==> src/rtl/b64u_pkg.sv <==
// Shared types, phase codes and the base64url alphabet for the stream encoder.
package b64u_pkg;

    // Position of the next byte inside its three-byte group.
    localparam logic [1:0] PHASE_FIRST  = 2'd0;
    localparam logic [1:0] PHASE_SECOND = 2'd1;
    localparam logic [1:0] PHASE_THIRD  = 2'd2;

    localparam int unsigned QUEUE_DEPTH = 2;
    localparam int unsigned QUEUE_AW    = $clog2(QUEUE_DEPTH);
    localparam int unsigned QUEUE_CW    = $clog2(QUEUE_DEPTH + 1);

    typedef struct packed {
        logic [7:0] data_byte;
        logic       final_byte;
    } byte_item_t;

    typedef struct packed {
        logic [6:0] char_code;
        logic       last_char;
    } char_item_t;

    // One or two characters produced by one input byte.
    typedef struct packed {
        char_item_t first;
        char_item_t second;
        logic       two;
    } char_pair_t;

    // Sextet to ASCII: A-Z, a-z, 0-9, '-', '_'.
    function automatic logic [6:0] sextet_to_ascii(input logic [5:0] sextet);
        logic [6:0] code;
        if (sextet < 6'd26) begin
            code = 7'd65 + {1'b0, sextet};
        end else if (sextet < 6'd52) begin
            code = 7'd71 + {1'b0, sextet};    // 'a' - 26
        end else if (sextet < 6'd62) begin
            code = {1'b0, sextet} - 7'd4;     // '0' - 52
        end else if (sextet == 6'd62) begin
            code = 7'd45;                     // '-'
        end else begin
            code = 7'd95;                     // '_'
        end
        return code;
    endfunction

endpackage

==> src/rtl/b64u_pair_q.sv <==
// Two-entry queue of character pairs, drained one character per item.
module b64u_pair_q
    import b64u_pkg::*;
(
    input  logic       clk,
    input  logic       rst_n,
    input  logic       push,
    input  char_pair_t pair,
    output logic       full,
    output logic       char_valid,
    input  logic       char_stall,
    output char_item_t char_item
);

    char_pair_t                entry_reg [QUEUE_DEPTH];
    logic [QUEUE_AW-1:0]       wr_ptr_reg, wr_ptr_next;
    logic [QUEUE_AW-1:0]       rd_ptr_reg, rd_ptr_next;
    logic [QUEUE_CW-1:0]       count_reg, count_next;
    logic                      sub_reg, sub_next;
    logic                      take;
    logic                      pop;
    char_pair_t                head;

    assign head       = entry_reg[rd_ptr_reg];
    assign full       = (count_reg == QUEUE_CW'(QUEUE_DEPTH));
    assign char_valid = (count_reg != '0);
    assign char_item  = sub_reg ? head.second : head.first;
    assign take       = char_valid && !char_stall;
    assign pop        = take && (!head.two || sub_reg);

    always_comb
    begin
        wr_ptr_next = wr_ptr_reg;
        rd_ptr_next = rd_ptr_reg;
        sub_next    = sub_reg;
        count_next  = count_reg;
        if (push) begin
            wr_ptr_next = (wr_ptr_reg == QUEUE_AW'(QUEUE_DEPTH - 1)) ? '0 : wr_ptr_reg + 1'b1;
        end
        if (pop) begin
            rd_ptr_next = (rd_ptr_reg == QUEUE_AW'(QUEUE_DEPTH - 1)) ? '0 : rd_ptr_reg + 1'b1;
            sub_next    = 1'b0;
        end else if (take) begin
            sub_next    = 1'b1;
        end
        if (push && !pop) begin
            count_next = count_reg + 1'b1;
        end else if (pop && !push) begin
            count_next = count_reg - 1'b1;
        end
    end

    always_ff @(posedge clk or negedge rst_n)
    begin
        if (!rst_n) begin
            wr_ptr_reg <= '0;
            rd_ptr_reg <= '0;
            count_reg  <= '0;
            sub_reg    <= 1'b0;
        end else begin
            wr_ptr_reg <= wr_ptr_next;
            rd_ptr_reg <= rd_ptr_next;
            count_reg  <= count_next;
            sub_reg    <= sub_next;
        end
    end

    always_ff @(posedge clk)
    begin
        if (push) begin
            entry_reg[wr_ptr_reg] <= pair;
        end
    end

    // never more entries than slots
    a_count_bound: assert property (@(posedge clk) disable iff (!rst_n)
        count_reg <= QUEUE_CW'(QUEUE_DEPTH))
        else $error("pair queue over capacity");

    // second-char select only while a pair is held
    a_sub_needs_entry: assert property (@(posedge clk) disable iff (!rst_n)
        sub_reg |-> char_valid)
        else $error("second char selected with empty queue");

    // last entry drained with no refill leaves the output idle
    a_drain_idle: assert property (@(posedge clk) disable iff (!rst_n)
        (count_reg == QUEUE_CW'(1) && pop && !push) |=> !char_valid)
        else $error("output valid after final entry drained");

endmodule

==> src/rtl/base64url_stream_encoder_top.sv <==
// Top level of the unpadded URL-safe base64 stream encoder.
//
// Usage:
//   byte channel: one message byte per item (data_byte) with final_byte set on
//   the last byte of a message. Accepted when byte_valid is high and
//   byte_stall is low.
//   char channel: one ASCII character per item (char_code), last_char set on
//   the final character of the message. Accepted when char_valid is high and
//   char_stall is low.
// Output: the pair for an accepted byte is registered into the queue and shows
//   on the char channel once the pairs ahead of it have drained. A byte yields
//   one character, or two on the third byte of a group and on the final byte.
// Throughput: one byte per cycle into a two-pair queue while byte_stall is low;
//   the char side drains one character per cycle while char_stall is low, so a
//   long run of full groups is set by the single character output port.
// Stall: byte_stall rises only when both queue slots hold pairs; it does not
//   follow char_stall in the same cycle.
// Reset: rst_n clears the group phase, the leftover bits and the queue.
module base64url_stream_encoder_top
    import b64u_pkg::*;
(
    input  logic       clk,
    input  logic       rst_n,
    input  logic       byte_valid,
    output logic       byte_stall,
    input  byte_item_t byte_item,
    output logic       char_valid,
    input  logic       char_stall,
    output char_item_t char_item
);

    logic [1:0] phase_reg, phase_next;
    logic [3:0] left_reg, left_next;
    logic       accept;
    logic       full;
    logic [5:0] sextet0, sextet1;
    logic       two;
    char_pair_t pair;

    assign byte_stall = full;
    assign accept     = byte_valid && !full;

    // Split the byte against the group phase.
    always_comb
    begin
        case (phase_reg)
            PHASE_SECOND:
            begin
                sextet0    = {left_reg[1:0], byte_item.data_byte[7:4]};
                sextet1    = {byte_item.data_byte[3:0], 2'b00};
                two        = byte_item.final_byte;
                left_next  = byte_item.data_byte[3:0];
                phase_next = PHASE_THIRD;
            end
            PHASE_THIRD:
            begin
                sextet0    = {left_reg, byte_item.data_byte[7:6]};
                sextet1    = byte_item.data_byte[5:0];
                two        = 1'b1;
                left_next  = 4'd0;
                phase_next = PHASE_FIRST;
            end
            default:
            begin
                // first byte; the unused phase code falls here too
                sextet0    = byte_item.data_byte[7:2];
                sextet1    = {byte_item.data_byte[1:0], 4'b0000};
                two        = byte_item.final_byte;
                left_next  = {2'b00, byte_item.data_byte[1:0]};
                phase_next = PHASE_SECOND;
            end
        endcase
        if (byte_item.final_byte) begin
            // message ends: flush and restart the group
            left_next  = 4'd0;
            phase_next = PHASE_FIRST;
        end
    end

    always_comb
    begin
        pair.first.char_code  = sextet_to_ascii(sextet0);
        pair.first.last_char  = 1'b0;
        pair.second.char_code = sextet_to_ascii(sextet1);
        pair.second.last_char = byte_item.final_byte;
        pair.two              = two;
    end

    always_ff @(posedge clk or negedge rst_n)
    begin
        if (!rst_n) begin
            phase_reg <= PHASE_FIRST;
            left_reg  <= 4'd0;
        end else if (accept) begin
            phase_reg <= phase_next;
            left_reg  <= left_next;
        end
    end

    b64u_pair_q u_pair_q (
        .clk        (clk),
        .rst_n      (rst_n),
        .push       (accept),
        .pair       (pair),
        .full       (full),
        .char_valid (char_valid),
        .char_stall (char_stall),
        .char_item  (char_item)
    );

    // a final byte always restarts the group
    a_final_restarts: assert property (@(posedge clk) disable iff (!rst_n)
        (accept && byte_item.final_byte) |=> (phase_reg == PHASE_FIRST && left_reg == 4'd0))
        else $error("group not restarted after final byte");

    // leftover bits at group start are always clear
    a_left_clear: assert property (@(posedge clk) disable iff (!rst_n)
        (phase_reg == PHASE_FIRST) |-> (left_reg == 4'd0))
        else $error("leftover bits set at group start");

endmodule
==> config.mk <==
export PLATFORM = sky130hd
export DESIGN_NAME = base64url_stream_encoder_top
export DESIGN_NICKNAME = d
export VERILOG_FILES = /design/src/rtl/b64u_pkg.sv /design/src/rtl/b64u_pair_q.sv /design/src/rtl/base64url_stream_encoder_top.sv
export SDC_FILE = /design/constraint.sdc
export NUM_CORES = 1
export LEC_CHECK = 0
export BUFFER_PORTS_ARGS = -buffer_cell sky130_fd_sc_hd__buf_4
export CAP_MARGIN = 40
export CELL_PAD_IN_SITES_DETAIL_PLACEMENT = 2
export CELL_PAD_IN_SITES_GLOBAL_PLACEMENT = 2
export CORE_MARGIN = 2
export CORE_UTILIZATION = 35
export CTS_CLUSTER_SIZE = 28
export DETAILED_ROUTE_END_ITERATION = 10
export HOLD_SLACK_MARGIN = 0.05
export PLACE_DENSITY = 0.74
export SLEW_MARGIN = 25
export SYNTH_ARGS = -nofsm -noshare
export SYNTH_HDL_FRONTEND = slang
export SYNTH_HIERARCHICAL = 1
export SYNTH_SLANG_ARGS = --single-unit
export TNS_END_PERCENT = 30
==> constraint.sdc <==
create_clock -name clk -period 6.6 [get_ports clk]
set_clock_uncertainty 0.05 [all_clocks]
set_input_delay 0.33 -clock clk [delete_from_list [all_inputs] [get_ports clk]]
set_output_delay 0.33 -clock clk [all_outputs]
set_load 0.1 [all_outputs]
### Yosys cells after proc, flatten, opt, wreduce, memory -nomap -nowiden

Memory sizes are Yosys's and may differ from the RTL's.
Index checks and enable logic that the tools add are counted.

| word-level totals | value |
|---|---|
| bits in writable memories | 32 |
| output and inout bits | 10 |
| memories kept | 1 |
| register bits | 11 |
| word-level logic and storage cells | 66 |
| bits of input ports | 13 |

| operators by class | value |
|---|---|
| reduce and logical (&&, ||, !) cells | 14 |
| $lt $le $gt $ge | 6 |
| mux-type cells | 24 |
| add/subtract/negate cells | 10 |
| equality and inequality tests | 5 |

Memories:

| name | depth | width | read ports | clocked after Yosys merged registers in | write ports | line | source |
|---|---|---|---|---|---|---|---|
| u_pair_q.entry_reg | 2 | 16 | 1 | 0 | 1 | b64u_pair_q.sv:15 | `char_pair_t entry_reg [QUEUE_DEPTH];` |

Operators with widths:

| cell | count |
|---|---|
| 2-to-1 mux 7 bit | 8 |
| adder 7 x 6 -> 7 bit, first input constant | 4 |
| < comparator 6 bit, second input constant | 4 |
| case mux 6 bit (2 select lines) | 2 |
| subtractor 6 x 3 -> 7 bit, second input constant | 2 |
| equality test 6 bit, second input constant | 2 |
| < comparator 6 x 5 -> 1 bit, second input constant | 2 |
| 2-to-1 mux 8 bit | 1 |
| case mux 4 bit (2 select lines) | 1 |
| 2-to-1 mux 1 bit | 7 |
| 2-to-1 mux 2 bit | 3 |
| nonzero test 2 bit | 3 |
| logical AND 1 bit | 5 |
| zero test 1 bit | 5 |
| equality test 2 bit, second input constant | 2 |
| 2-to-1 mux 4 bit | 1 |
| case mux 2 bit (2 select lines) | 1 |
| adder 1 bit, second input constant | 2 |
| adder 2 x 1 -> 2 bit, second input constant | 1 |
| equality test 2 x 1 -> 1 bit, second input constant | 1 |
| subtractor 2 x 1 -> 2 bit, second input constant | 1 |
| logical OR 1 bit | 1 |

### Longest topological paths before layout

Gate-level depths: netlist (run 1).

| depth | value |
|---|---|
| word-level depth | 7 |
| depth in mapped cells | 13 |
| gate-level depth less buffers | 11 |

### Cells and area by module

The synthesis (run 1) kept the hierarchy.

Modules (own cells, without submodules):

| module | area each (µm²) | cells each | sequential area each (µm²) | times used |
|---|---|---|---|---|
| b64u_pair_q | 1485.2 | 68 | 1146.1 | 1 |
| base64url_stream_encoder_top | 1351.3 | 182 | 150.1 | 1 |

### Worst setup path before layout (run 1)

No wires, ideal clock.

| timing | value |
|---|---|
| kind | register to register |
| start | register u_pair_q.count_reg[0] |
| end | register u_pair_q.count_reg[1] |
| clock period less this slack | 3.002 ns |
| cell stages (with the launch flop) | 8 |
| path buffers | 0 |
| data required time | 6.471 ns |
| setup time | 0.079 ns |
| data arrival time | 2.873 ns |
| slack | 3.598 ns |
| cells stage by stage | dfrtp_1 -> nor2b_1 -> nand2b_1 -> inv_1 -> ha_1 -> xor2_1 -> nor2_1 -> xor2_1 |

| on the way | value |
|---|---|
| longest elaborated chain between the ends | 6 |
| elaborated cells on any way between the ends | 15 |
| classes of those cells | add/sub: 2; eq/ne: 1; mux: 2; reduce/logical: 10 |

Ends and longest elaborated chain:

| what | line | source |
|---|---|---|
| start, declared | b64u_pair_q.sv:18 | `logic [QUEUE_CW-1:0] count_reg, count_next;` |
| start signal, assigned | b64u_pair_q.sv:63 | `count_reg <= count_next;` |
| equality test 2 bit * | b64u_pair_q.sv:25 | `assign full = (count_reg == QUEUE_CW'(QUEUE_DEPTH));` |
| via byte_stall | base64url_stream_encoder_top.sv:25 | `output logic byte_stall,` |
| zero test 1 bit * | base64url_stream_encoder_top.sv:41 | `assign accept = byte_valid && !full;` |
| logical AND 1 bit * | base64url_stream_encoder_top.sv:41 |  |
| via accept | base64url_stream_encoder_top.sv:34 | `logic accept;` |
| zero test 1 bit | b64u_pair_q.sv:48 | `end else if (pop && !push) begin` |
| logical AND 1 bit | b64u_pair_q.sv:48 |  |
| nonzero test 2 bit (no source line) | n/a |  |

Mark *: on every way through the listed nets, which the timed path passes. The rest lies on a longest branch. The select of a mux whose other input is x is not followed.
A chain may end at the register's enable or synchronous reset.

==> results of run 1 <==
==> stage by stage <==
| stage | cells | utilization | hold slack (ns) | setup WS [ns] | area, sq um |
|---|---|---|---|---|---|
| after global routing | 377 | 0.410 | 0.224 | 2.73 | 3200 |
| final | 377 | 0.410 | 0.233 | 3.02 | 3200 |
| after CTS | 375 | 0.407 | 0.230 | 3.06 | 3180 |
| after floorplan | 251 | - | -0.0156 | 3.60 | 2840 |
| after detailed placement | 366 | 0.393 | 0.129 | 3.17 | 3070 |
| after global placement | 366 | 0.393 | 0.130 | 3.30 | 3070 |
==> layout make-up <==
type,instances,share of cell area
clock buffers,5,0.0215
multi-input cells,186,0.450
clock inverters,3,0.00782
flip-flops and latches,45,0.405
well taps,102,0.0399
repair buffers,26,0.0642
inverters,10,0.0117
==> cells in the mapped netlist, types with 3 or more instances <==
library cell and number:
sky130_fd_sc_hd__edfxtp_1 34, sky130_fd_sc_hd__a21oi_1 7, sky130_fd_sc_hd__nor3_1 3, sky130_fd_sc_hd__buf_2 4, sky130_fd_sc_hd__o22ai_1 4, sky130_fd_sc_hd__nor2_1 20, sky130_fd_sc_hd__nor2b_1 8, sky130_fd_sc_hd__o21ai_1 3
sky130_fd_sc_hd__o21ai_0 10, sky130_fd_sc_hd__ha_1 10, sky130_fd_sc_hd__o211ai_1 4, sky130_fd_sc_hd__dfrtp_1 11, sky130_fd_sc_hd__mux4_2 7, sky130_fd_sc_hd__nand3_1 7, sky130_fd_sc_hd__or2_1 3, sky130_fd_sc_hd__buf_4 3
sky130_fd_sc_hd__a211oi_1 3, sky130_fd_sc_hd__mux2i_1 3, sky130_fd_sc_hd__a22oi_1 5, sky130_fd_sc_hd__a21o_1 4, sky130_fd_sc_hd__or2_2 4, sky130_fd_sc_hd__nand2_1 18, sky130_fd_sc_hd__xor2_1 3, sky130_fd_sc_hd__a31oi_1 5
sky130_fd_sc_hd__nand2b_1 5, sky130_fd_sc_hd__a221oi_1 3, sky130_fd_sc_hd__inv_1 8
==> routing by layer <==
layer  part of all wire  vias to the layer above
met5                  0                        -
met4             0.0054                        0
met3              0.023                        4
met2               0.50                       31
met1               0.47                     1079
li1                   -                     1010
==> placed cells by master (no fill, tap or decap), drive strengths merged, types with 2 or more instances in the layout <==
cell type and count:
or2 8, a221oi 6, o21bai 2, o21ai 13, xor2 3, a21o 4, and3 2, conb 2
inv 12, nor2b 8, mux2i 3, nand2b 5, mux4 8, edfxtp 34, buf 25, nor2 22
a21oi 8, nand3 7, a211oi 3, and2b 2, clkbuf 5, xnor2 2, a31oi 5, nor4 3
nand3b 2, a221o 3, o22ai 4, nand2 18, mux2 2, o211ai 4, a22oi 5, o31ai 2
nor3 3, dfrtp 11, a32o 2, ha 10
==> final timing paths <==
path	slack, ns	end	start
max	3.02	u_pair_q/entry_reg[1][5]$_DFFE_PP_	phase_reg[0]$_DFFE_PN0P_
min	0.23	u_pair_q/entry_reg[1][1]$_DFFE_PP_	byte_item[0]
max reg2reg	3.02	u_pair_q/entry_reg[1][5]$_DFFE_PP_	phase_reg[0]$_DFFE_PN0P_
min reg2reg	0.46	u_pair_q/count_reg[1]$_DFFE_PN0P_	u_pair_q/count_reg[1]$_DFFE_PN0P_
max in group asynchronous	6.00	left_reg[2]$_DFFE_PN0P_	rst_n
min in group asynchronous	0.35	u_pair_q/wr_ptr_reg$_DFFE_PN0P_	rst_n
==> kinds of logic (layout without fill, tap and decap cells) <==
group,Yosys count,in the layout,share of synthesized area
AO/OA/AOI/OAI,71,71,0.195
XOR/XNOR,5,5,0.0154
adder cells (fa/ha/maj),10,10,0.0441
buffers and inverters,20,44,0.0375
flip-flops,45,45,0.457
multiplexers,13,13,0.0834
other,1,2,0.00132
AND/OR/NAND/NOR,85,85,0.167
==> impl_metrics.xml, run 1 <==
<?xml version="1.0" encoding="UTF-8"?>
<metrics>
  <group name="yosys">
    <metric name="postSynthCellCount" unit="">250</metric>
    <metric name="ys_dominant_reg_cell" unit="">sky130_fd_sc_hd__edfxtp_1</metric>
    <metric name="synthesis.area" unit="sq um">2840</metric>
    <metric name="synth.yosys.warnings" unit="">6</metric>
    <metric name="synth.avg_cell_area" unit="sq um">11.3</metric>
    <metric name="synth_cell_types" unit="">66</metric>
    <metric name="async_reset_ff_frac" unit="">0.244</metric>
    <metric name="ys_seq_area_frac" unit="">0.457</metric>
    <metric name="synth-edff-count" unit="">34</metric>
    <metric name="synth_top_cells_by_area" unit="">sky130_fd_sc_hd__edfxtp_1 (36%), sky130_fd_sc_hd__dfrtp_1 (9.7%), sky130_fd_sc_hd__mux4_2 (5.6%), sky130_fd_sc_hd__ha_1 (4.4%), sky130_fd_sc_hd__nor2_1 (2.6%)</metric>
    <metric name="netlist.top_cell.by_area" unit="">sky130_fd_sc_hd__edfxtp_1</metric>
    <metric name="synth_seq_cells" unit="">45</metric>
    <metric name="synth_top_area_frac" unit="">0.360</metric>
  </group>
  <group name="cts">
    <metric name="tritoncts_clock_tree" unit="">yes</metric>
    <metric name="cts.sinks" unit="">45</metric>
    <metric name="postCtsResizedCells" unit="">0</metric>
    <metric name="cts_buffers" unit="">5</metric>
    <metric name="cts_setup_buffers" unit="">0</metric>
    <metric name="worst_skew_pair.late_latency" unit="ns">0.30</metric>
    <metric name="number_of_levels_the_h_tree_was_split_into" unit="">2</metric>
    <metric name="cts_buffer_depth" unit="">2</metric>
    <metric name="cts-root-buf" unit="">sky130_fd_sc_hd__clkbuf_8</metric>
    <metric name="clkTransAtPathRegs" unit="ns">0.10</metric>
    <metric name="holdBufCountCts" unit="">1</metric>
  </group>
  <group name="sta">
    <metric name="timing_hold_violations_final" unit="">0</metric>
    <metric name="portion_of_the_clock_cycle_consumed_by_the_worst_path_in_the_final_layout" unit="">0.543</metric>
    <metric name="finalWorstPathRequiredPeriod" unit="ns">3.58</metric>
    <metric name="timing_worst_slew_pin_value" unit="ns">0.820</metric>
    <metric name="slew_headroom" unit="">0.454</metric>
    <metric name="max_freq" unit="MHz">279</metric>
    <metric name="totalNegativeSetupSlack" unit="ns">0</metric>
    <metric name="rsz0062_at_grt" unit="">false</metric>
    <metric name="slew_violations" unit="">0</metric>
    <metric name="setup_violations" unit="">0</metric>
  </group>
  <group name="cells_and_area">
    <metric name="multiInputGateArea" unit="sq um">1440</metric>
    <metric name="largest_register_ffs" unit="">34</metric>
    <metric name="filler_cell_count" unit="">827</metric>
    <metric name="final_net_count" unit="">297</metric>
    <metric name="drive_gt1_frac" unit="">0.222</metric>
    <metric name="synthToLayoutAreaGrowth" unit="%">12.7</metric>
    <metric name="layout.area.seq" unit="sq um">1300</metric>
    <metric name="num_antenna_cells" unit="">0</metric>
  </group>
  <group name="drt">
    <metric name="route.detailed.drc" unit="">0</metric>
    <metric name="routed_via_density" unit="">5.63</metric>
    <metric name="number_of_drc_markers_after_the_initial_detailed_route_iteration" unit="">70</metric>
    <metric name="routed-via-count" unit="">2124</metric>
    <metric name="drt.antenna.violating_nets" unit="">0</metric>
    <metric name="post_drt_wl_per_cell" unit="um">21.1</metric>
    <metric name="drt_wl_total" unit="um">7940</metric>
    <metric name="drt_pass1_iterations" unit="">4</metric>
  </group>
  <group name="floorplanning">
    <metric name="dieArea" unit="sq um">8840</metric>
    <metric name="fp.dieH" unit="um">94.0</metric>
    <metric name="initial_core_util" unit="">0.363</metric>
    <metric name="rows" unit="">32</metric>
    <metric name="core_region_area" unit="sq um">7810</metric>
    <metric name="pin_count" unit="">23</metric>
    <metric name="die_width" unit="um">94.0</metric>
  </group>
  <group name="grt">
    <metric name="grt_pass1_vias" unit="">2260</metric>
    <metric name="grt_start_max_net_pins" unit="">27</metric>
    <metric name="grt_use_met2" unit="">0.332</metric>
    <metric name="grt_overflow" unit="">0</metric>
    <metric name="globalRouteMet1Util" unit="">0.260</metric>
    <metric name="grt_antenna_before_repair" unit="">0</metric>
    <metric name="globalRouteMet3Util" unit="">0.0289</metric>
    <metric name="globalRouteTotalUtil" unit="">0.192</metric>
    <metric name="global_route.peak_usage_layer" unit="">met2</metric>
    <metric name="grt_pass1_wl" unit="um">12800</metric>
  </group>
  <group name="setup_path">
    <metric name="critical_path.max_stage_delay" unit="ns">0.69</metric>
    <metric name="critical_path_depth" unit="">10</metric>
    <metric name="cp_cell_sequence" unit="">inv_1 -&gt; ha_1 -&gt; a22oi_1 -&gt; nor2_1 -&gt; ha_1 -&gt; a31o_2 -&gt; a32o_2 -&gt; nor2_1 -&gt; a41o_1 -&gt; a221o_1</metric>
    <metric name="critical_path_class" unit="">reg -&gt; reg</metric>
    <metric name="path_delay_family" unit="">compound AO/OA/AOI/OAI gates</metric>
    <metric name="timing.critical_path.from_type" unit="">flip-flop</metric>
    <metric name="reg2reg_depth" unit="">10</metric>
    <metric name="arrival" unit="ns">3.58</metric>
    <metric name="critPathMaxFanout" unit="">20</metric>
    <metric name="critical_path.slowest_cell" unit="">sky130_fd_sc_hd__ha_1</metric>
    <metric name="path_buf_inv" unit="">1</metric>
    <metric name="crit_required" unit="ns">6.59</metric>
    <metric name="end_kind" unit="">flip-flop</metric>
  </group>
  <group name="placed_design">
    <metric name="dp.final_hpwl" unit="um">6020</metric>
    <metric name="io_buffer_count" unit="">22</metric>
    <metric name="gpl.final_weighted_congestion" unit="">0.841</metric>
  </group>
  <group name="hold_path">
    <metric name="hold_path_depth" unit="">1</metric>
    <metric name="hold_wc_path_type" unit="">in -&gt; reg</metric>
  </group>
  <group name="job">
    <metric name="cap_viol_max_count" unit="">0</metric>
  </group>
  <group name="outcome">
    <metric name="run_status" unit="">completed</metric>
  </group>
</metrics>
Power of run 1 is not shown: default switching activity piles up to over one toggle a cycle in this logic, so the estimate is an artifact.
==> inputs of run 2 (changes only) <==
Settings changed: ABC_AREA set to 1, PLACE_DENSITY 0.74 to 0.8.
Clock period 6.6 ns to 3.6 ns, I/O delays scaled along.
==> impl_metrics.xml, run 2 <==
<?xml version="1.0" encoding="UTF-8"?>
<metrics>
  <group name="outcome">
    <metric name="run_status" unit="">completed</metric>
  </group>
  <group name="hold_path">
    <metric name="hold_wc_path_type" unit="">in -&gt; reg</metric>
    <metric name="hold_path_startpoint" unit="">byte_item[0]</metric>
    <metric name="hold_path_depth" unit="">1</metric>
    <metric name="worst_hold_path.endpoint" unit="">u_pair_q/entry_reg[1][1]$_DFFE_PP_</metric>
  </group>
  <group name="sta">
    <metric name="slew_headroom" unit="">0.470</metric>
    <metric name="setup_violations" unit="">0</metric>
    <metric name="timing_worst_slew_pin_value" unit="ns">0.795</metric>
    <metric name="rsz0062_at_grt" unit="">false</metric>
    <metric name="totalNegativeSetupSlack" unit="ns">0</metric>
    <metric name="max_freq" unit="MHz">345</metric>
    <metric name="portion_of_the_clock_cycle_consumed_by_the_worst_path_in_the_final_layout" unit="">0.805</metric>
    <metric name="finalWorstPathRequiredPeriod" unit="ns">2.90</metric>
    <metric name="timing_hold_violations_final" unit="">0</metric>
    <metric name="slew_violations" unit="">0</metric>
  </group>
  <group name="drt">
    <metric name="drt.antenna.violating_nets" unit="">0</metric>
    <metric name="routed_via_density" unit="">5.13</metric>
    <metric name="post_drt_wl_per_cell" unit="um">17.8</metric>
    <metric name="routed-via-count" unit="">2524</metric>
    <metric name="number_of_drc_markers_after_the_initial_detailed_route_iteration" unit="">69</metric>
    <metric name="drt_pass1_iterations" unit="">4</metric>
    <metric name="drt_wl_total" unit="um">8740</metric>
    <metric name="route.detailed.drc" unit="">0</metric>
  </group>
  <group name="grt">
    <metric name="grt_antenna_before_repair" unit="">0</metric>
    <metric name="grt_pass1_vias" unit="">2765</metric>
    <metric name="grt_pass1_wl" unit="um">14400</metric>
    <metric name="grt_overflow" unit="">0</metric>
    <metric name="grt_start_max_net_pins" unit="">23</metric>
    <metric name="globalRouteTotalUtil" unit="">0.209</metric>
  </group>
  <group name="placed_design">
    <metric name="gpl.final_weighted_congestion" unit="">0.830</metric>
    <metric name="placedCellCount" unit="">483</metric>
    <metric name="io_buffer_count" unit="">22</metric>
    <metric name="dp.final_hpwl" unit="um">6780</metric>
  </group>
  <group name="setup_path">
    <metric name="end_kind" unit="">flip-flop</metric>
    <metric name="r2r_start" unit="">phase_reg[0]$_DFFE_PN0P_</metric>
    <metric name="crit_required" unit="ns">3.60</metric>
    <metric name="timing.critical_path.from_type" unit="">flip-flop</metric>
    <metric name="reg2reg_depth" unit="">13</metric>
    <metric name="r2r-end" unit="">u_pair_q/entry_reg[0][6]$_DFFE_PP_</metric>
    <metric name="critPathMaxFanout" unit="">22</metric>
    <metric name="critical_path_class" unit="">reg -&gt; reg</metric>
    <metric name="arrival" unit="ns">2.90</metric>
    <metric name="regToRegSetupSlack" unit="ns">0.70</metric>
  </group>
  <group name="yosys">
    <metric name="async_reset_ff_frac" unit="">0.244</metric>
    <metric name="netlist.top_cell.by_area" unit="">sky130_fd_sc_hd__edfxtp_1</metric>
    <metric name="ys_seq_area_frac" unit="">0.442</metric>
    <metric name="postSynthCellCount" unit="">360</metric>
    <metric name="synth_seq_cells" unit="">45</metric>
    <metric name="yosys.cell_count.top_type" unit="">sky130_fd_sc_hd__nand2_1</metric>
    <metric name="synth-edff-count" unit="">34</metric>
    <metric name="synth.avg_cell_area" unit="sq um">8.14</metric>
    <metric name="synth_top_area_frac" unit="">0.348</metric>
    <metric name="ys_dominant_reg_cell" unit="">sky130_fd_sc_hd__edfxtp_1</metric>
    <metric name="synth.yosys.warnings" unit="">6</metric>
    <metric name="synthesis.area" unit="sq um">2930</metric>
    <metric name="commonest_cells_post_synth" unit="">sky130_fd_sc_hd__nand2_1 (94), sky130_fd_sc_hd__nor2_1 (40), sky130_fd_sc_hd__edfxtp_1 (34)</metric>
    <metric name="synth_cell_types" unit="">36</metric>
    <metric name="synth_top_cells_by_area" unit="">sky130_fd_sc_hd__edfxtp_1 (35%), sky130_fd_sc_hd__nand2_1 (12%), sky130_fd_sc_hd__dfrtp_1 (9.4%), sky130_fd_sc_hd__nor2_1 (5.1%), sky130_fd_sc_hd__o21ai_0 (4.8%)</metric>
  </group>
  <group name="floorplanning">
    <metric name="core_region_area" unit="sq um">8180</metric>
    <metric name="die_width" unit="um">95.5</metric>
    <metric name="rows" unit="">33</metric>
    <metric name="pin_count" unit="">23</metric>
    <metric name="fp.dieH" unit="um">95.5</metric>
    <metric name="dieArea" unit="sq um">9120</metric>
    <metric name="initial_core_util" unit="">0.358</metric>
  </group>
  <group name="cells_and_area">
    <metric name="final_net_count" unit="">409</metric>
    <metric name="synthToLayoutAreaGrowth" unit="%">11.8</metric>
    <metric name="drive_gt1_frac" unit="">0.189</metric>
    <metric name="most_common_library_cell_in_the_layout_ignoring_fill_and_taps" unit="">sky130_fd_sc_hd__nand2_1</metric>
    <metric name="filler_cell_count" unit="">950</metric>
    <metric name="num_antenna_cells" unit="">0</metric>
    <metric name="layout.cells.most_common_list" unit="">sky130_fd_sc_hd__nand2_1 (94), sky130_fd_sc_hd__nor2_1 (40), sky130_fd_sc_hd__edfxtp_1 (34)</metric>
    <metric name="final_cells" unit="">492</metric>
    <metric name="largest_register_ffs" unit="">34</metric>
  </group>
  <group name="cts">
    <metric name="cts-root-buf" unit="">sky130_fd_sc_hd__clkbuf_8</metric>
    <metric name="cts_buffer_depth" unit="">2</metric>
    <metric name="cts.sinks" unit="">45</metric>
    <metric name="worst_skew_pair.late_latency" unit="ns">0.30</metric>
    <metric name="tritoncts_clock_tree" unit="">yes</metric>
    <metric name="number_of_levels_the_h_tree_was_split_into" unit="">2</metric>
    <metric name="cts_buffers" unit="">5</metric>
    <metric name="clkTransAtPathRegs" unit="ns">0.09</metric>
    <metric name="cts_setup_buffers" unit="">0</metric>
  </group>
  <group name="job">
    <metric name="cap_viol_max_count" unit="">0</metric>
  </group>
</metrics>
run 2: cell types whose count changed after synthesis, moves of 12 or more:
cell,delta
sky130_fd_sc_hd__nand2_1,+76
sky130_fd_sc_hd__o21ai_0,+18
sky130_fd_sc_hd__nor2_1,+20
sky130_fd_sc_hd__nand2_2,+12
sky130_fd_sc_hd__nand3_1,+19
sky130_fd_sc_hd__inv_1,+21
run 2: final cells by class:
class,instances,area [sq um],share of cell area
well taps,105,131,0.0401
multi-input cells,268,1410,0.429
clock inverters,3,17.5,0.00535
repair buffers,26,198,0.0604
flip-flops and latches,45,1300,0.396
inverters,40,159,0.0485
clock buffers,5,68.8,0.0210
run 2: timing repair:
item,CTS,global route
gates resized for setup,0,0
hold buffers,1,0
hold endpoints to repair,11,0
run 2: metal layers:
layer | vias up | global-route usage | wire length (um)
li1 | 1231 | - | -
met1 | 1252 | 0.253 | 3890
met2 | 31 | 0.387 | 4600
met3 | 10 | 0.0269 | 163
met4 | 0 | 0.0571 | 89
met5 | - | 0 | 0
run 2: per-stage QoR:
stage / setup WS (ns) / util / hold slack (ns) / cell area (sq um)
finish: 0.701 / 0.401 / 0.0551 / 3280
global route: 0.378 / 0.401 / 0.0529 / 3280
CTS: 0.673 / 0.401 / 0.0568 / 3280
detailed placement: 0.699 / 0.389 / -0.0177 / 3180
global placement: 0.901 / 0.389 / -0.0194 / 3180
floorplan: 0.687 / - / -0.166 / 2930
run 2: how the worst max path moves through the flow:
stage	slack, ns	cells past startpoint	endpoint	from
floorplan	0.69	6	u_pair_q/count_reg[1]$_DFFE_PN0P_	u_pair_q/count_reg[0]$_DFFE_PN0P_
global placement	0.90	13	u_pair_q/entry_reg[0][6]$_DFFE_PP_	phase_reg[0]$_DFFE_PN0P_
detailed placement	0.70	13	u_pair_q/entry_reg[0][6]$_DFFE_PP_	phase_reg[0]$_DFFE_PN0P_
CTS	0.67	14	u_pair_q/entry_reg[1][6]$_DFFE_PP_	phase_reg[0]$_DFFE_PN0P_
global route	0.38	13	u_pair_q/entry_reg[1][6]$_DFFE_PP_	phase_reg[0]$_DFFE_PN0P_
finish	0.70	13	u_pair_q/entry_reg[0][6]$_DFFE_PP_	phase_reg[0]$_DFFE_PN0P_
run 2: logic make-up after synthesis:
| group | synth area share |
|---|---|
| other | 0.00128 |
| XOR/XNOR | 0.0209 |
| buffers and inverters | 0.0794 |
| AND/OR/NAND/NOR | 0.318 |
| AO/OA/AOI/OAI | 0.0956 |
| adder cells (fa/ha/maj) | 0.0427 |
| flip-flops | 0.442 |
run 2: critical path, stage by stage (launching register included):
cell	delay, ns
sky130_fd_sc_hd__dfrtp_1	0.37
sky130_fd_sc_hd__inv_1	0.07
sky130_fd_sc_hd__ha_1	0.38
sky130_fd_sc_hd__inv_2	0.33
sky130_fd_sc_hd__nand2_1	0.22
sky130_fd_sc_hd__ha_1	0.26
sky130_fd_sc_hd__inv_1	0.15
sky130_fd_sc_hd__nand3_1	0.20
sky130_fd_sc_hd__nor2_4	0.21
sky130_fd_sc_hd__nand3_1	0.13
sky130_fd_sc_hd__nand2_1	0.12
sky130_fd_sc_hd__nand2_1	0.06
sky130_fd_sc_hd__nand2_1	0.06
sky130_fd_sc_hd__nand2_1	0.05
Power of run 2 is left out for the same reason.
==> inputs of run 3 (changes only) <==
Clock period 3.6 ns to 3.04 ns, I/O delays scaled along.
==> impl_metrics.xml, run 3 (synthesis gave the netlist of run 2 again) <==
<?xml version="1.0" encoding="UTF-8"?>
<metrics>
  <group name="outcome">
    <metric name="run_status" unit="">completed</metric>
  </group>
  <group name="floorplanning">
    <metric name="rows" unit="">33</metric>
    <metric name="dieArea" unit="sq um">9120</metric>
    <metric name="fp.dieH" unit="um">95.5</metric>
    <metric name="die_width" unit="um">95.5</metric>
    <metric name="core_region_area" unit="sq um">8180</metric>
    <metric name="pin_count" unit="">23</metric>
    <metric name="initial_core_util" unit="">0.358</metric>
  </group>
  <group name="cts">
    <metric name="cts.sinks" unit="">45</metric>
    <metric name="number_of_levels_the_h_tree_was_split_into" unit="">2</metric>
    <metric name="tritoncts_clock_tree" unit="">yes</metric>
    <metric name="worst_skew_pair.late_latency" unit="ns">0.30</metric>
    <metric name="postCtsResizedCells" unit="">0</metric>
    <metric name="cts_buffers" unit="">5</metric>
    <metric name="cts_setup_buffers" unit="">0</metric>
    <metric name="cts-root-buf" unit="">sky130_fd_sc_hd__clkbuf_8</metric>
    <metric name="holdBufCountCts" unit="">2</metric>
    <metric name="clkTransAtPathRegs" unit="ns">0.09</metric>
    <metric name="cts_buffer_depth" unit="">2</metric>
  </group>
  <group name="setup_path">
    <metric name="arrival" unit="ns">2.69</metric>
    <metric name="r2r-end" unit="">u_pair_q/entry_reg[0][6]$_DFFE_PP_</metric>
    <metric name="r2r_start" unit="">phase_reg[0]$_DFFE_PN0P_</metric>
    <metric name="critical_path_class" unit="">reg -&gt; reg</metric>
    <metric name="end_kind" unit="">flip-flop</metric>
    <metric name="timing.critical_path.from_type" unit="">flip-flop</metric>
    <metric name="crit_required" unit="ns">3.06</metric>
    <metric name="regToRegSetupSlack" unit="ns">0.37</metric>
    <metric name="reg2reg_depth" unit="">13</metric>
    <metric name="critPathMaxFanout" unit="">13</metric>
  </group>
  <group name="drt">
    <metric name="route.detailed.drc" unit="">0</metric>
    <metric name="drt.antenna.violating_nets" unit="">0</metric>
    <metric name="number_of_drc_markers_after_the_initial_detailed_route_iteration" unit="">89</metric>
    <metric name="post_drt_wl_per_cell" unit="um">17.4</metric>
    <metric name="routed-via-count" unit="">2561</metric>
    <metric name="drt_pass1_iterations" unit="">4</metric>
    <metric name="routed_via_density" unit="">5.17</metric>
    <metric name="drt_wl_total" unit="um">8590</metric>
  </group>
  <group name="placed_design">
    <metric name="dp.final_hpwl" unit="um">6770</metric>
    <metric name="gpl.final_weighted_congestion" unit="">0.798</metric>
    <metric name="io_buffer_count" unit="">22</metric>
  </group>
  <group name="cells_and_area">
    <metric name="final_net_count" unit="">412</metric>
    <metric name="most_common_library_cell_in_the_layout_ignoring_fill_and_taps" unit="">sky130_fd_sc_hd__nand2_1</metric>
    <metric name="synthToLayoutAreaGrowth" unit="%">12.9</metric>
    <metric name="largest_register_ffs" unit="">34</metric>
    <metric name="fin_util" unit="">0.405</metric>
    <metric name="filler_cell_count" unit="">956</metric>
    <metric name="num_antenna_cells" unit="">0</metric>
    <metric name="layout.cells.most_common_list" unit="">sky130_fd_sc_hd__nand2_1 (94), sky130_fd_sc_hd__nor2_1 (40), sky130_fd_sc_hd__edfxtp_1 (34)</metric>
    <metric name="drive_gt1_frac" unit="">0.195</metric>
  </group>
  <group name="grt">
    <metric name="grt_antenna_before_repair" unit="">0</metric>
    <metric name="grt_overflow" unit="">0</metric>
    <metric name="grt_pass1_wl" unit="um">14100</metric>
    <metric name="grt_pass1_vias" unit="">2757</metric>
    <metric name="globalRouteTotalUtil" unit="">0.206</metric>
    <metric name="grt_start_max_net_pins" unit="">20</metric>
  </group>
  <group name="sta">
    <metric name="max_freq" unit="MHz">374</metric>
    <metric name="timing_worst_slew_pin_value" unit="ns">0.745</metric>
    <metric name="setup_violations" unit="">0</metric>
    <metric name="totalNegativeSetupSlack" unit="ns">0</metric>
    <metric name="rsz0062_at_grt" unit="">false</metric>
    <metric name="slew_violations" unit="">0</metric>
    <metric name="timing_hold_violations_final" unit="">0</metric>
    <metric name="finalWorstPathRequiredPeriod" unit="ns">2.67</metric>
    <metric name="slew_headroom" unit="">0.503</metric>
    <metric name="portion_of_the_clock_cycle_consumed_by_the_worst_path_in_the_final_layout" unit="">0.880</metric>
  </group>
  <group name="hold_path">
    <metric name="hold_path_startpoint" unit="">char_stall</metric>
    <metric name="hold_wc_path_type" unit="">in -&gt; reg</metric>
    <metric name="hold_path_depth" unit="">4</metric>
    <metric name="worst_hold_path.endpoint" unit="">u_pair_q/rd_ptr_reg$_DFFE_PN0P_</metric>
  </group>
  <group name="job">
    <metric name="cap_viol_max_count" unit="">0</metric>
  </group>
</metrics>
## run 3: worst max-delay path, stage by stage (launching register included)
cell                      delay [ns]
sky130_fd_sc_hd__dfrtp_1        0.36
sky130_fd_sc_hd__inv_1          0.06
sky130_fd_sc_hd__ha_1           0.39
sky130_fd_sc_hd__inv_2          0.23
sky130_fd_sc_hd__nand2_1        0.17
sky130_fd_sc_hd__ha_1           0.23
sky130_fd_sc_hd__inv_1          0.14
sky130_fd_sc_hd__nand3_1        0.18
sky130_fd_sc_hd__nor2_4         0.19
sky130_fd_sc_hd__nand3_1        0.13
sky130_fd_sc_hd__nand2_1        0.11
sky130_fd_sc_hd__nand2_1        0.06
sky130_fd_sc_hd__nand2_1        0.06
sky130_fd_sc_hd__nand2_1        0.06
## run 3: layer usage
metal / GRT usage / part of all wire / wire length [um]
met1: 0.250 / 0.43 / 3700
met2: 0.383 / 0.53 / 4550
met3: 0.0277 / 0.028 / 242
met4: 0.0524 / 0.011 / 96
met5: 0 / 0 / 0
## run 3: cell type report
type	instances	area, sq um	area share
Clock buffer	5	68.8	0.0208
Inverter	40	159	0.0480
Tap cell	105	131	0.0397
Timing Repair Buffer	29	223	0.0673
Clock inverter	3	25.0	0.00756
Multi-Input combinational cell	268	1410	0.425
Sequential cell	45	1300	0.392
## run 3: stage by stage
step / setup WS, ns / area, sq um / hold slack [ns] / cells
finish: 0.366 / 3310 / 0.0903 / 495
global route: 0.0382 / 3310 / 0.0849 / 495
CTS: 0.345 / 3310 / 0.0790 / 495
detailed placement: 0.345 / 3190 / -0.0432 / 485
global placement: 0.503 / 3190 / -0.0467 / 485
floorplan: 0.127 / 2930 / -0.194 / 361
## run 3: worst max-delay path by stage
| stage | start | to | cells past startpoint |
|---|---|---|---|
| CTS | phase_reg[0]$_DFFE_PN0P_ | u_pair_q/entry_reg[0][6]$_DFFE_PP_ | 13 |
| finish | phase_reg[0]$_DFFE_PN0P_ | u_pair_q/entry_reg[0][6]$_DFFE_PP_ | 13 |
| global route | phase_reg[0]$_DFFE_PN0P_ | u_pair_q/entry_reg[0][5]$_DFFE_PP_ | 13 |
| floorplan | u_pair_q/count_reg[0]$_DFFE_PN0P_ | u_pair_q/count_reg[1]$_DFFE_PN0P_ | 6 |
| detailed placement | phase_reg[0]$_DFFE_PN0P_ | u_pair_q/entry_reg[0][6]$_DFFE_PP_ | 13 |
| global placement | phase_reg[0]$_DFFE_PN0P_ | u_pair_q/entry_reg[0][5]$_DFFE_PP_ | 13 |
Power of run 3 is left out for the same reason.
